<file path="src/sv/pidnc_pkg.sv">
// Types, constants and control structs of the PID controller.
package pidnc_pkg;

  typedef logic signed [15:0] sample_t;
  typedef logic signed [31:0] drive_t;

  localparam int CfgIdxW = 3;
  localparam int CfgDataW = 32;

  localparam logic [CfgIdxW-1:0] REG_GAIN_P      = 3'd0;
  localparam logic [CfgIdxW-1:0] REG_GAIN_I      = 3'd1;
  localparam logic [CfgIdxW-1:0] REG_GAIN_D      = 3'd2;
  localparam logic [CfgIdxW-1:0] REG_ERROR_SCALE = 3'd3;
  localparam logic [CfgIdxW-1:0] REG_SUM_LIMIT   = 3'd4;
  localparam logic [CfgIdxW-1:0] REG_OUT_MAX     = 3'd5;
  localparam logic [CfgIdxW-1:0] REG_OUT_MIN     = 3'd6;

  // 0.999 in Q1.15
  localparam int ErrSat = 32735;

  typedef struct packed {
    logic signed [31:0] gain_p;
    logic signed [31:0] gain_i;
    logic signed [31:0] gain_d;
    logic [31:0]        error_scale;
    logic [30:0]        sum_limit;
    logic signed [31:0] out_max;
    logic signed [31:0] out_min;
  } cfg_t;

  typedef enum logic [1:0] {
    MUL_NORM = 2'd0,
    MUL_P    = 2'd1,
    MUL_I    = 2'd2,
    MUL_D    = 2'd3
  } mul_sel_t;

  typedef struct packed {
    logic     cap_in;
    mul_sel_t mul_sel;
    logic     ld_prod;
    logic     ld_err;
    logic     acc_ld;
    logic     acc_add;
    logic     ld_out;
  } cmd_t;

endpackage

</file>
<file path="src/sv/pidnc_if.sv">
// Valid/ready channel interfaces for samples and controller output.
interface pidnc_in_if;
  logic                valid;
  logic                ready;
  pidnc_pkg::sample_t  setpoint;
  pidnc_pkg::sample_t  measured;
  modport source (output valid, output setpoint, output measured, input ready);
  modport sink (input valid, input setpoint, input measured, output ready);
endinterface

interface pidnc_out_if;
  logic               valid;
  logic               ready;
  pidnc_pkg::drive_t  drive;
  modport source (output valid, output drive, input ready);
  modport sink (input valid, input drive, output ready);
endinterface

</file>
<file path="src/sv/pidnc_regs.sv">
// Configuration register bank of the PID controller.
module pidnc_regs (
  input  logic                              clk,
  input  logic                              rst_n,
  input  logic                              cfg_we,
  input  logic [pidnc_pkg::CfgIdxW-1:0]     cfg_idx,
  input  logic [pidnc_pkg::CfgDataW-1:0]    cfg_wdata,
  output pidnc_pkg::cfg_t                   cfg
);

  pidnc_pkg::cfg_t cfg_r, cfg_nxt;

  always_comb begin
    cfg_nxt = cfg_r;
    if (cfg_we) begin
      case (cfg_idx)
        pidnc_pkg::REG_GAIN_P:      cfg_nxt.gain_p      = cfg_wdata;
        pidnc_pkg::REG_GAIN_I:      cfg_nxt.gain_i      = cfg_wdata;
        pidnc_pkg::REG_GAIN_D:      cfg_nxt.gain_d      = cfg_wdata;
        pidnc_pkg::REG_ERROR_SCALE: cfg_nxt.error_scale = cfg_wdata;
        pidnc_pkg::REG_SUM_LIMIT:   cfg_nxt.sum_limit   = cfg_wdata[30:0];
        pidnc_pkg::REG_OUT_MAX:     cfg_nxt.out_max     = cfg_wdata;
        pidnc_pkg::REG_OUT_MIN:     cfg_nxt.out_min     = cfg_wdata;
        default: ;
      endcase
    end
  end

  always_ff @(posedge clk) begin
    if (!rst_n) begin
      cfg_r.gain_p      <= '0;
      cfg_r.gain_i      <= '0;
      cfg_r.gain_d      <= '0;
      cfg_r.error_scale <= 32'h8000_0000;
      cfg_r.sum_limit   <= 31'h7FFF_FFFF;
      cfg_r.out_max     <= 32'sd32767;
      cfg_r.out_min     <= -32'sd32768;
    end else begin
      cfg_r <= cfg_nxt;
    end
  end

  assign cfg = cfg_r;

endmodule

</file>
<file path="src/sv/pidnc_ctrl.sv">
// Sequencing state machine of the PID controller.
module pidnc_ctrl (
  input  logic              clk,
  input  logic              rst_n,
  input  logic              in_valid,
  output logic              in_ready,
  output logic              out_valid,
  input  logic              out_ready,
  output pidnc_pkg::cmd_t   cmd
);

  typedef enum logic [7:0] {
    ST_IDLE = 8'b0000_0001,
    ST_NORM = 8'b0000_0010,
    ST_ERR  = 8'b0000_0100,
    ST_MULP = 8'b0000_1000,
    ST_MULI = 8'b0001_0000,
    ST_MULD = 8'b0010_0000,
    ST_ACCD = 8'b0100_0000,
    ST_DONE = 8'b1000_0000
  } state_t;

  state_t state_r, state_nxt;
  logic   out_valid_r, out_valid_nxt;

  always_comb begin
    state_nxt   = state_r;
    cmd         = '0;
    cmd.mul_sel = pidnc_pkg::MUL_NORM;
    case (state_r)
      ST_IDLE: begin
        if (in_valid) begin
          cmd.cap_in = 1'b1;
          state_nxt  = ST_NORM;
        end
      end
      ST_NORM: begin
        cmd.mul_sel = pidnc_pkg::MUL_NORM;
        cmd.ld_prod = 1'b1;
        state_nxt   = ST_ERR;
      end
      ST_ERR: begin
        cmd.ld_err = 1'b1;
        state_nxt  = ST_MULP;
      end
      ST_MULP: begin
        cmd.mul_sel = pidnc_pkg::MUL_P;
        cmd.ld_prod = 1'b1;
        state_nxt   = ST_MULI;
      end
      ST_MULI: begin
        cmd.mul_sel = pidnc_pkg::MUL_I;
        cmd.ld_prod = 1'b1;
        cmd.acc_ld  = 1'b1;
        state_nxt   = ST_MULD;
      end
      ST_MULD: begin
        cmd.mul_sel = pidnc_pkg::MUL_D;
        cmd.ld_prod = 1'b1;
        cmd.acc_add = 1'b1;
        state_nxt   = ST_ACCD;
      end
      ST_ACCD: begin
        cmd.acc_add = 1'b1;
        state_nxt   = ST_DONE;
      end
      ST_DONE: begin
        if (!out_valid_r || out_ready) begin
          cmd.ld_out = 1'b1;
          state_nxt  = ST_IDLE;
        end
      end
      default: state_nxt = ST_IDLE;
    endcase
  end

  always_comb begin
    if (cmd.ld_out) begin
      out_valid_nxt = 1'b1;
    end else if (out_ready) begin
      out_valid_nxt = 1'b0;
    end else begin
      out_valid_nxt = out_valid_r;
    end
  end

  always_ff @(posedge clk) begin
    if (!rst_n) begin
      state_r     <= ST_IDLE;
      out_valid_r <= 1'b0;
    end else begin
      state_r     <= state_nxt;
      out_valid_r <= out_valid_nxt;
    end
  end

  assign in_ready  = (state_r == ST_IDLE);
  assign out_valid = out_valid_r;

endmodule

</file>
<file path="src/sv/pidnc_dp.sv">
// Datapath of the PID controller: shared multiplier, error state, accumulator.
module pidnc_dp (
  input  logic                clk,
  input  logic                rst_n,
  input  pidnc_pkg::cmd_t     cmd,
  input  pidnc_pkg::cfg_t     cfg,
  input  pidnc_pkg::sample_t  setpoint,
  input  pidnc_pkg::sample_t  measured,
  output pidnc_pkg::drive_t   drive
);

  logic signed [16:0] diff_r;
  logic signed [65:0] prod_r;
  logic signed [65:0] acc_r;
  logic signed [15:0] e_r;
  logic signed [31:0] s_r;
  logic signed [16:0] de_r;
  logic signed [15:0] prev_error_r;
  logic signed [31:0] error_sum_r;
  logic signed [31:0] drive_r;

  logic signed [32:0] mul_a, mul_b;
  logic signed [65:0] mul_p;

  logic signed [49:0] sh_c;
  logic signed [15:0] e_c;
  logic signed [32:0] sum_c, lim_c;
  logic signed [31:0] s_c;
  logic signed [16:0] de_c;

  logic signed [49:0] y_c, y_hi_c, y_c2, omax_c, omin_c;

  always_comb begin
    case (cmd.mul_sel)
      pidnc_pkg::MUL_NORM: begin
        mul_a = 33'(diff_r);
        mul_b = $signed({1'b0, cfg.error_scale});
      end
      pidnc_pkg::MUL_P: begin
        mul_a = 33'(cfg.gain_p);
        mul_b = 33'(e_r);
      end
      pidnc_pkg::MUL_I: begin
        mul_a = 33'(cfg.gain_i);
        mul_b = 33'(s_r);
      end
      pidnc_pkg::MUL_D: begin
        mul_a = 33'(cfg.gain_d);
        mul_b = 33'(de_r);
      end
      default: begin
        mul_a = '0;
        mul_b = '0;
      end
    endcase
    mul_p = mul_a * mul_b;
  end

  always_comb begin
    sh_c = prod_r[65:16];
    if (sh_c > 50'(pidnc_pkg::ErrSat)) begin
      e_c = 16'(pidnc_pkg::ErrSat);
    end else if (sh_c < 50'(-pidnc_pkg::ErrSat)) begin
      e_c = 16'(-pidnc_pkg::ErrSat);
    end else begin
      e_c = sh_c[15:0];
    end
    sum_c = 33'(error_sum_r) + 33'(e_c);
    lim_c = $signed({2'b00, cfg.sum_limit});
    if (sum_c > lim_c) begin
      s_c = lim_c[31:0];
    end else if (sum_c < -lim_c) begin
      s_c = 32'(-lim_c);
    end else begin
      s_c = sum_c[31:0];
    end
    de_c = 17'(e_c) - 17'(prev_error_r);
  end

  always_comb begin
    y_c    = acc_r[65:16];
    omax_c = 50'(cfg.out_max);
    omin_c = 50'(cfg.out_min);
    y_hi_c = (y_c > omax_c) ? omax_c : y_c;
    y_c2   = (y_hi_c < omin_c) ? omin_c : y_hi_c;
  end

  always_ff @(posedge clk) begin
    if (!rst_n) begin
      prev_error_r <= '0;
      error_sum_r  <= '0;
    end else if (cmd.ld_err) begin
      prev_error_r <= e_c;
      error_sum_r  <= s_c;
    end
  end

  always_ff @(posedge clk) begin
    if (cmd.cap_in) begin
      diff_r <= 17'(setpoint) - 17'(measured);
    end
    if (cmd.ld_prod) begin
      prod_r <= mul_p;
    end
    if (cmd.ld_err) begin
      e_r  <= e_c;
      s_r  <= s_c;
      de_r <= de_c;
    end
    if (cmd.acc_ld) begin
      acc_r <= prod_r;
    end else if (cmd.acc_add) begin
      acc_r <= acc_r + prod_r;
    end
    if (cmd.ld_out) begin
      drive_r <= y_c2[31:0];
    end
  end

  assign drive = drive_r;

endmodule

</file>
<file path="src/sv/pid_controller_normalized_clamped.sv">
// PID controller with normalized error and clamped integrator and output.
// Each transaction steps through the states NORM, ERR, MULP, MULI, MULD, ACCD and
// DONE from acceptance to a result in the output register, DONE waiting while the
// output channel stalls a previous result: one 33x33 signed multiplier is shared
// for the normalization and the three gain products, each result registered
// before it is accumulated. A new sample is accepted only once the previous
// result has moved to the output register.
module pid_controller_normalized_clamped (
  input  logic                             clk,
  input  logic                             rst_n,
  pidnc_in_if.sink                         in_ch,
  pidnc_out_if.source                      out_ch,
  input  logic                             cfg_we,
  input  logic [pidnc_pkg::CfgIdxW-1:0]    cfg_idx,
  input  logic [pidnc_pkg::CfgDataW-1:0]   cfg_wdata
);

  pidnc_pkg::cfg_t cfg;
  pidnc_pkg::cmd_t cmd;

  pidnc_regs u_regs (
    .clk       (clk),
    .rst_n     (rst_n),
    .cfg_we    (cfg_we),
    .cfg_idx   (cfg_idx),
    .cfg_wdata (cfg_wdata),
    .cfg       (cfg)
  );

  pidnc_ctrl u_ctrl (
    .clk       (clk),
    .rst_n     (rst_n),
    .in_valid  (in_ch.valid),
    .in_ready  (in_ch.ready),
    .out_valid (out_ch.valid),
    .out_ready (out_ch.ready),
    .cmd       (cmd)
  );

  pidnc_dp u_dp (
    .clk      (clk),
    .rst_n    (rst_n),
    .cmd      (cmd),
    .cfg      (cfg),
    .setpoint (in_ch.setpoint),
    .measured (in_ch.measured),
    .drive    (out_ch.drive)
  );

endmodule

</file>
<file path="src/flat_wrapper.sv">
// flat-port wrapper written by rule: the top's interface ports become plain ports
module pid_controller_normalized_clamped_flat 
  (clk, rst_n, cfg_we, cfg_idx, cfg_wdata, in_ch_valid, in_ch_setpoint, in_ch_measured, in_ch_ready, out_ch_valid, out_ch_drive, out_ch_ready);
  pidnc_in_if in_ch_i ();
  pidnc_out_if out_ch_i ();
  input  logic clk;
  input  logic rst_n;
  input  logic cfg_we;
  input  logic [pidnc_pkg::CfgIdxW-1:0] cfg_idx;
  input  logic [pidnc_pkg::CfgDataW-1:0] cfg_wdata;
  input wire logic [$bits(in_ch_i.valid)-1:0] in_ch_valid;
  input wire logic [$bits(in_ch_i.setpoint)-1:0] in_ch_setpoint;
  input wire logic [$bits(in_ch_i.measured)-1:0] in_ch_measured;
  output wire logic [$bits(in_ch_i.ready)-1:0] in_ch_ready;
  output wire logic [$bits(out_ch_i.valid)-1:0] out_ch_valid;
  output wire logic [$bits(out_ch_i.drive)-1:0] out_ch_drive;
  input wire logic [$bits(out_ch_i.ready)-1:0] out_ch_ready;
  assign in_ch_i.valid = in_ch_valid;
  assign in_ch_i.setpoint = in_ch_setpoint;
  assign in_ch_i.measured = in_ch_measured;
  assign in_ch_ready = in_ch_i.ready;
  assign out_ch_valid = out_ch_i.valid;
  assign out_ch_drive = out_ch_i.drive;
  assign out_ch_i.ready = out_ch_ready;
  pid_controller_normalized_clamped u_core (.clk(clk), .rst_n(rst_n), .in_ch(in_ch_i), .out_ch(out_ch_i), .cfg_we(cfg_we), .cfg_idx(cfg_idx), .cfg_wdata(cfg_wdata));
endmodule
</file>
<file path="config.mk">
export PLATFORM = sky130hd
export DESIGN_NAME = pid_controller_normalized_clamped_flat
export DESIGN_NICKNAME = d
export VERILOG_FILES = /design/src/sv/pidnc_pkg.sv /design/src/sv/pidnc_if.sv /design/src/sv/pidnc_regs.sv /design/src/sv/pidnc_ctrl.sv /design/src/sv/pidnc_dp.sv /design/src/sv/pid_controller_normalized_clamped.sv /design/src/flat_wrapper.sv
export SDC_FILE = /design/constraint.sdc
export NUM_CORES = 2
export LEC_CHECK = 0
export BUFFER_PORTS_ARGS = -buffer_cell sky130_fd_sc_hd__buf_2
export CELL_PAD_IN_SITES_DETAIL_PLACEMENT = 1
export CELL_PAD_IN_SITES_GLOBAL_PLACEMENT = 2
export CORE_MARGIN = 8
export CORE_UTILIZATION = 42
export DETAILED_ROUTE_END_ITERATION = 12
export PLACE_DENSITY = 0.9
export SYNTH_ARGS = -nofsm -noshare
export SYNTH_HDL_FRONTEND = slang
export SYNTH_HIERARCHICAL = 1
export SYNTH_SLANG_ARGS = --single-unit
</file>
<file path="constraint.sdc">
create_clock -name clk -period 14.5 [get_ports clk]
set_clock_uncertainty 0.2 [all_clocks]
set_input_delay 0 -clock clk [delete_from_list [all_inputs] [get_ports clk]]
set_output_delay 0 -clock clk [all_outputs]
set_load 0.03 [all_outputs]
</file>
; ---- After elaboration in Yosys (flattened, before gate mapping)
; Index checks and enable logic that the tools add are counted.
[op_classes]
div = 0
multipliers = 1
add_sub_neg = 5
eq_ne = 19
n_mux = 23
magnitude_cmp = 6
n_reduce_logical = 15
shift = 0
bitwise_logic = 0
[ops]
columns = op, count
row1 = $pmux 33 s4, 2
row2 = $mux 66, 2
row3 = $mux 32, 3
row4 = $add 66x66->66, 1
row5 = $mul 33x33->66, 1
row6 = $pmux 8 s8, 1
row7 = $gt 50x16->1 const B, 1
row8 = $gt 50x32->1, 1
row9 = $lt 50x16->1 const B, 1
row10 = $lt 50x32->1, 1
row11 = $mux 50, 1
row12 = $sub 16x16->17, 2
row13 = $add 32x16->33, 1
row14 = $gt 33x32->1, 1
row15 = $lt 33x33->1, 1
row16 = $neg 31->33, 1
row17 = $mux 16, 2
row18 = $mux 8, 2
row19 = $reduce_and 2->1, 8
row20 = $pmux 3 s4, 1
row21 = $eq 3x3->1 const B, 3
row22 = $mux 1, 9
row23 = $eq 8x1->1 const B, 1
row24 = $eq 8x2->1 const B, 1
row25 = 17 further kinds, 21
[totals]
regBits = 526
n_memories = 0
latchBits = 0
romBits = 0
ram_bits = 0
word_cells = 87
output_inout_bits = 34

; ---- Logic depth before layout (Yosys ltp)
[logic_depth]
depth_word = 7
depth_mapped = 39
ltp_nobuf = 33

; ---- By module
; Netlist, hierarchy kept.
[by_module_without_submodules]
columns = mod, area_each_um2, cells_per_inst, seq_area_each_um2, n_inst
row1 = pidnc_dp, 62287.2, 6962, 8348.0, 1
row2 = pidnc_regs, 8426.8, 800, 4464.3, 1
row3 = pidnc_ctrl, 514.2, 60, 180.2, 1

; ---- Worst setup path after synthesis
; OpenSTA, ideal clock, no wires.
[synth_path]
kind = reg2reg
start = reg u_core.u_ctrl.state_r[2]
end = reg u_core.u_dp.prod_r[65], data pin
stages_incl_launch_ff = 36
setup_slack_ns = 4.097
period_less_slack_ns = 10.403
t_arrival_ns = 9.941
n_path_buf = 6
required_ns = 14.038
cell_sequence = dfxtp_1 -> or4_1 -> buf_2 -> or3_4 -> a21oi_1 -> clkbuf_1 -> clkbuf_1 -> clkbuf_1 -> clkbuf_1 -> nand2_1 -> o21ai_1 -> clkbuf_1 -> nor2_1 -> fa_1 -> inv_1 -> fa_1 -> inv_1 -> fa_1 -> fa_1 -> fa_1 -> fa_1 -> fa_1 -> inv_1 -> fa_1 -> inv_1 -> ha_1 -> a21oi_1 -> o21ai_0 -> a21o_1 -> a21o_1 -> a21oi_1 -> o2111ai_1 -> a21oi_1 -> nor3_1 -> nor3_1 -> xnor2_1
[synth_rtl]
columns = item, line
row1 = "start, declared", pidnc_ctrl.sv:23  ; state_t state_r, state_nxt;
row2 = "start signal, assigned", pidnc_ctrl.sv:92  ; state_r <= state_nxt;
row3 = "end signal, assigned", pidnc_dp.sv:103  ; prod_r <= mul_p;
row4 = "end, declared", pidnc_dp.sv:13  ; logic signed [65:0] prod_r;

==> summary.md <==
| Metric | Value |
|---|---|
| Yosys cell types | 95 |
| Post-Synthesis Cells | 7822 |
| Largest delay contributor family on the critical path | adder cells |
| Worst slew margin | 0.06960 |
| Routability cong. | around 1 |
| WS Path Type | reg2reg |
| Final Util | 0.4578 |
| Ys async rst share | 0 |
| TritonCTS clock tree | built |
| CTS-repair resized insts | 0 |
| CTS clk-pin slew, worst paths | 70 ps |
| Data required time of the critical path | roughly 15000 ps |
| Total clock sinks | roughly 530 |
| Worst-Skew Late Latency | around 670 ps |
| Status | completed |
| Quantity of I/O buffers inserted on ports | about 110 |
| Cell mode on critical path | fa_1 |
| Initial DRT Pass Iterations | 7 |
| Leakage | between 30 and 40 nW |
| Max IR drop VDD | 99.17 uV |
| PwrDens | around 83 nW/um2 |
| Slew @ Worst Pin | ~1400 ps |
| Largest stage delay, worst path | between 1000 and 1500 ps |
| Core ar. | 168900 um2 |
| Syn Nets | 9529 |
| Post-detail-place hpwl | approximately 220 mm |
| Die Span Y | about 430 um |
| Layout cell share with drive strength beyond 1 | 0.06344 |
| Worst EP arrival | 12430 ps |
| FP Rows | between 150 and 200 |
| Final Max Tran Viols | 0 |
| # setup viols final | 0 |
| First-pass GRT wire length | 408.5 mm |
| Iter 0 DRT Violations | between 4000 and 5000 |
| Final hold vios | 0 |
| Post-Route WL | ~270 mm |
| Clk buf depth | 3 |
| DRC Markers | 0 |
| Initial antenna violation count | 29 |
| Worst Path Max Fanout | 135 |
| Post-synth EDFFs | between 200 and 250 |
| Post-synthesis average cell area | ~9.1 um2 |
| Root Buffer | clkbuf_16 |
| Fin crit period | around 12000 ps |
| Initial core utilization | 0.4217 |
| F_max | between 0.08 and 0.09 GHz |
| Routed WL per cell | roughly 27 um |
| Max cap viols | 0 |
| CP Launch Type | register |
| Syn Std Cell Area | between 70000 and 80000 um2 |
| H-tree depth | 2 |
| Critical Path End Type | register |
| Layout net count | 9555 |
| P&R area growth vs syn | 8.563% |
| Boundary Pins | roughly 110 |
| Die extent in x | roughly 430 um |
| Min-Delay Path Class | in2reg |
| Slowest stage cell, crit path | fa_1 |
| All-layer global routing usage | 0.2913 |
| Register bit total from synthesis | around 530 |
| Post-DRT Antenna Nets | 0 |
| Seq/Total Area, Yosys | 0.1824 |
| RSZ-0062 raised after global routing | false |
| Vias/cell | 5.816 |
| Vias in the first global route | 64637 |
| Most frequent cells in the layout | inv_1 (1291), fa_1 (1126), nand2_1 (945), nor2_1 (723), ha_1 (509) |
| Top_reg_cell synth | dfxtp_1 |
| Period Utilization, post-route | 0.8456 |
| Commonest non-fill, non-tap cell in the layout | inv_1 |
| Total gr overflow | 0 |
| Vias post-DR | 58876 |
| Yosys warning count | 6 |
| Total negative slack | 0 ps |
| Largest net degree at the start of global routing | approximately 150 |
| DIE AREA | ~180000 um2 |
| Worst path buffer plus inverter count | 6 |
| Total CTS buffers | 57 |
==> cell families after synthesis <==
family | Yosys count | share of synthesized area
AO/OA/AOI/OAI | 1131 | 0.1003
AND/OR/NAND/NOR | 2294 | 0.1430
adder cells (fa/ha/maj) | 1635 | 0.4059
buffers and inverters | 1666 | 0.09001
multiplexers | 373 | 0.05419
flip-flops | 526 | 0.1824
XOR/XNOR | 197 | 0.02422
==> final cells by class <==
type | instances | area (um2)
Sequential cell | 526 | 12990
Clock inverter | 43 | 420.4
Timing Repair Buffer | 340 | 2590
Tap cell | 2218 | 2775
Multi-Input combinational cell | 5630 | 52140
Inverter | 1293 | 4853
Fill cell | 19575 | 91580
Antenna cell | 8 | 20.02
Clock buffer | 65 | 1539
==> metrics by stage <==
step	hold slack [ps]	power, mW	setup WS, ps	instances	area (um2)
detailed placement	111.3	4.768	2441	9906	74340
CTS	2.700	6.378	2409	10115	77310
global placement	96.51	4.687	2631	9906	74340
global route	31.94	6.721	1777	10116	77310
floorplan	-78.29	3.553	4097	7822	71230
finish	34.38	6.437	2239	10123	77330
==> worst min-delay path: stages <==
cell and delay (ps):
dlygate4sd3_1 520, buf_2 130, nor2b_1 60, mux2i_1 120
==> per-layer routing <==
| metal | vias to the layer above | global-route usage | share of wire |
|---|---|---|---|
| li1 | 25141 | - | - |
| met1 | 30561 | 0.3618 | 0.39 |
| met2 | 2341 | 0.4830 | 0.46 |
| met3 | 821 | 0.05775 | 0.081 |
| met4 | 12 | 0.1480 | 0.065 |
| met5 | - | 0 | 0.00030 |
==> flip-flops by register name, indices dropped and copies added (netlist names) <==
name,count
u_core/u_ctrl/out_valid,1
u_core/u_ctrl/state_r,8
u_core/u_dp/acc_r,66
u_core/u_dp/de_r,17
u_core/u_dp/diff_r,17
u_core/u_dp/drive,32
u_core/u_dp/e_r,16
u_core/u_dp/error_sum_r,32
u_core/u_dp/prev_error_r,16
u_core/u_dp/prod_r,66
u_core/u_dp/s_r,32
u_core/u_regs/cfg,223
==> power by group <==
group	internal [mW]	switching, mW
logic	1.07	2.08
clock network	0.874	0.699
registers	1.66	0.0543
total	3.61	2.83
==> worst paths after layout <==
kind | from | endpoint | slack, ps | cells after the start
min reg2reg | u_core/u_regs/cfg[217] | u_core/u_regs/cfg[217] | 260 | 2
max | u_core/u_ctrl/state_r[2] | u_core/u_dp/prod_r[65] | 2240 | 31
min | cfg_wdata[1] | u_core/u_regs/cfg[65] | 30 | 4
max reg2reg | u_core/u_ctrl/state_r[2] | u_core/u_dp/prod_r[65] | 2240 | 31
==> cells in the mapped netlist, drive strengths merged, types with 31 or more instances <==
library cell,count,area share
a21o,156,0.016
a21oi,300,0.021
and2,37,0.0032
and3,35,0.0031
buf,74,0.0061
clkbuf,299,0.016
dfxtp,280,0.079
edfxtp,246,0.10
fa,1126,0.32
ha,509,0.089
inv,1291,0.068
mux2,71,0.011
mux2i,299,0.042
nand2,946,0.050
nand2b,48,0.0042
nand3,63,0.0044
nand4,78,0.0070
nor2,725,0.038
nor2b,152,0.013
nor3,79,0.0056
o21a,75,0.0079
o21ai,305,0.021
o21bai,34,0.0036
or2,31,0.0027
xnor2,137,0.017
xor2,60,0.0074
==> timing repair <==
item,4_1_cts,5_1_grt
hold endpoints to repair,258,0
setup buffers,0,0
hold buffers,101,0
(Power assumes the default switching activity.)
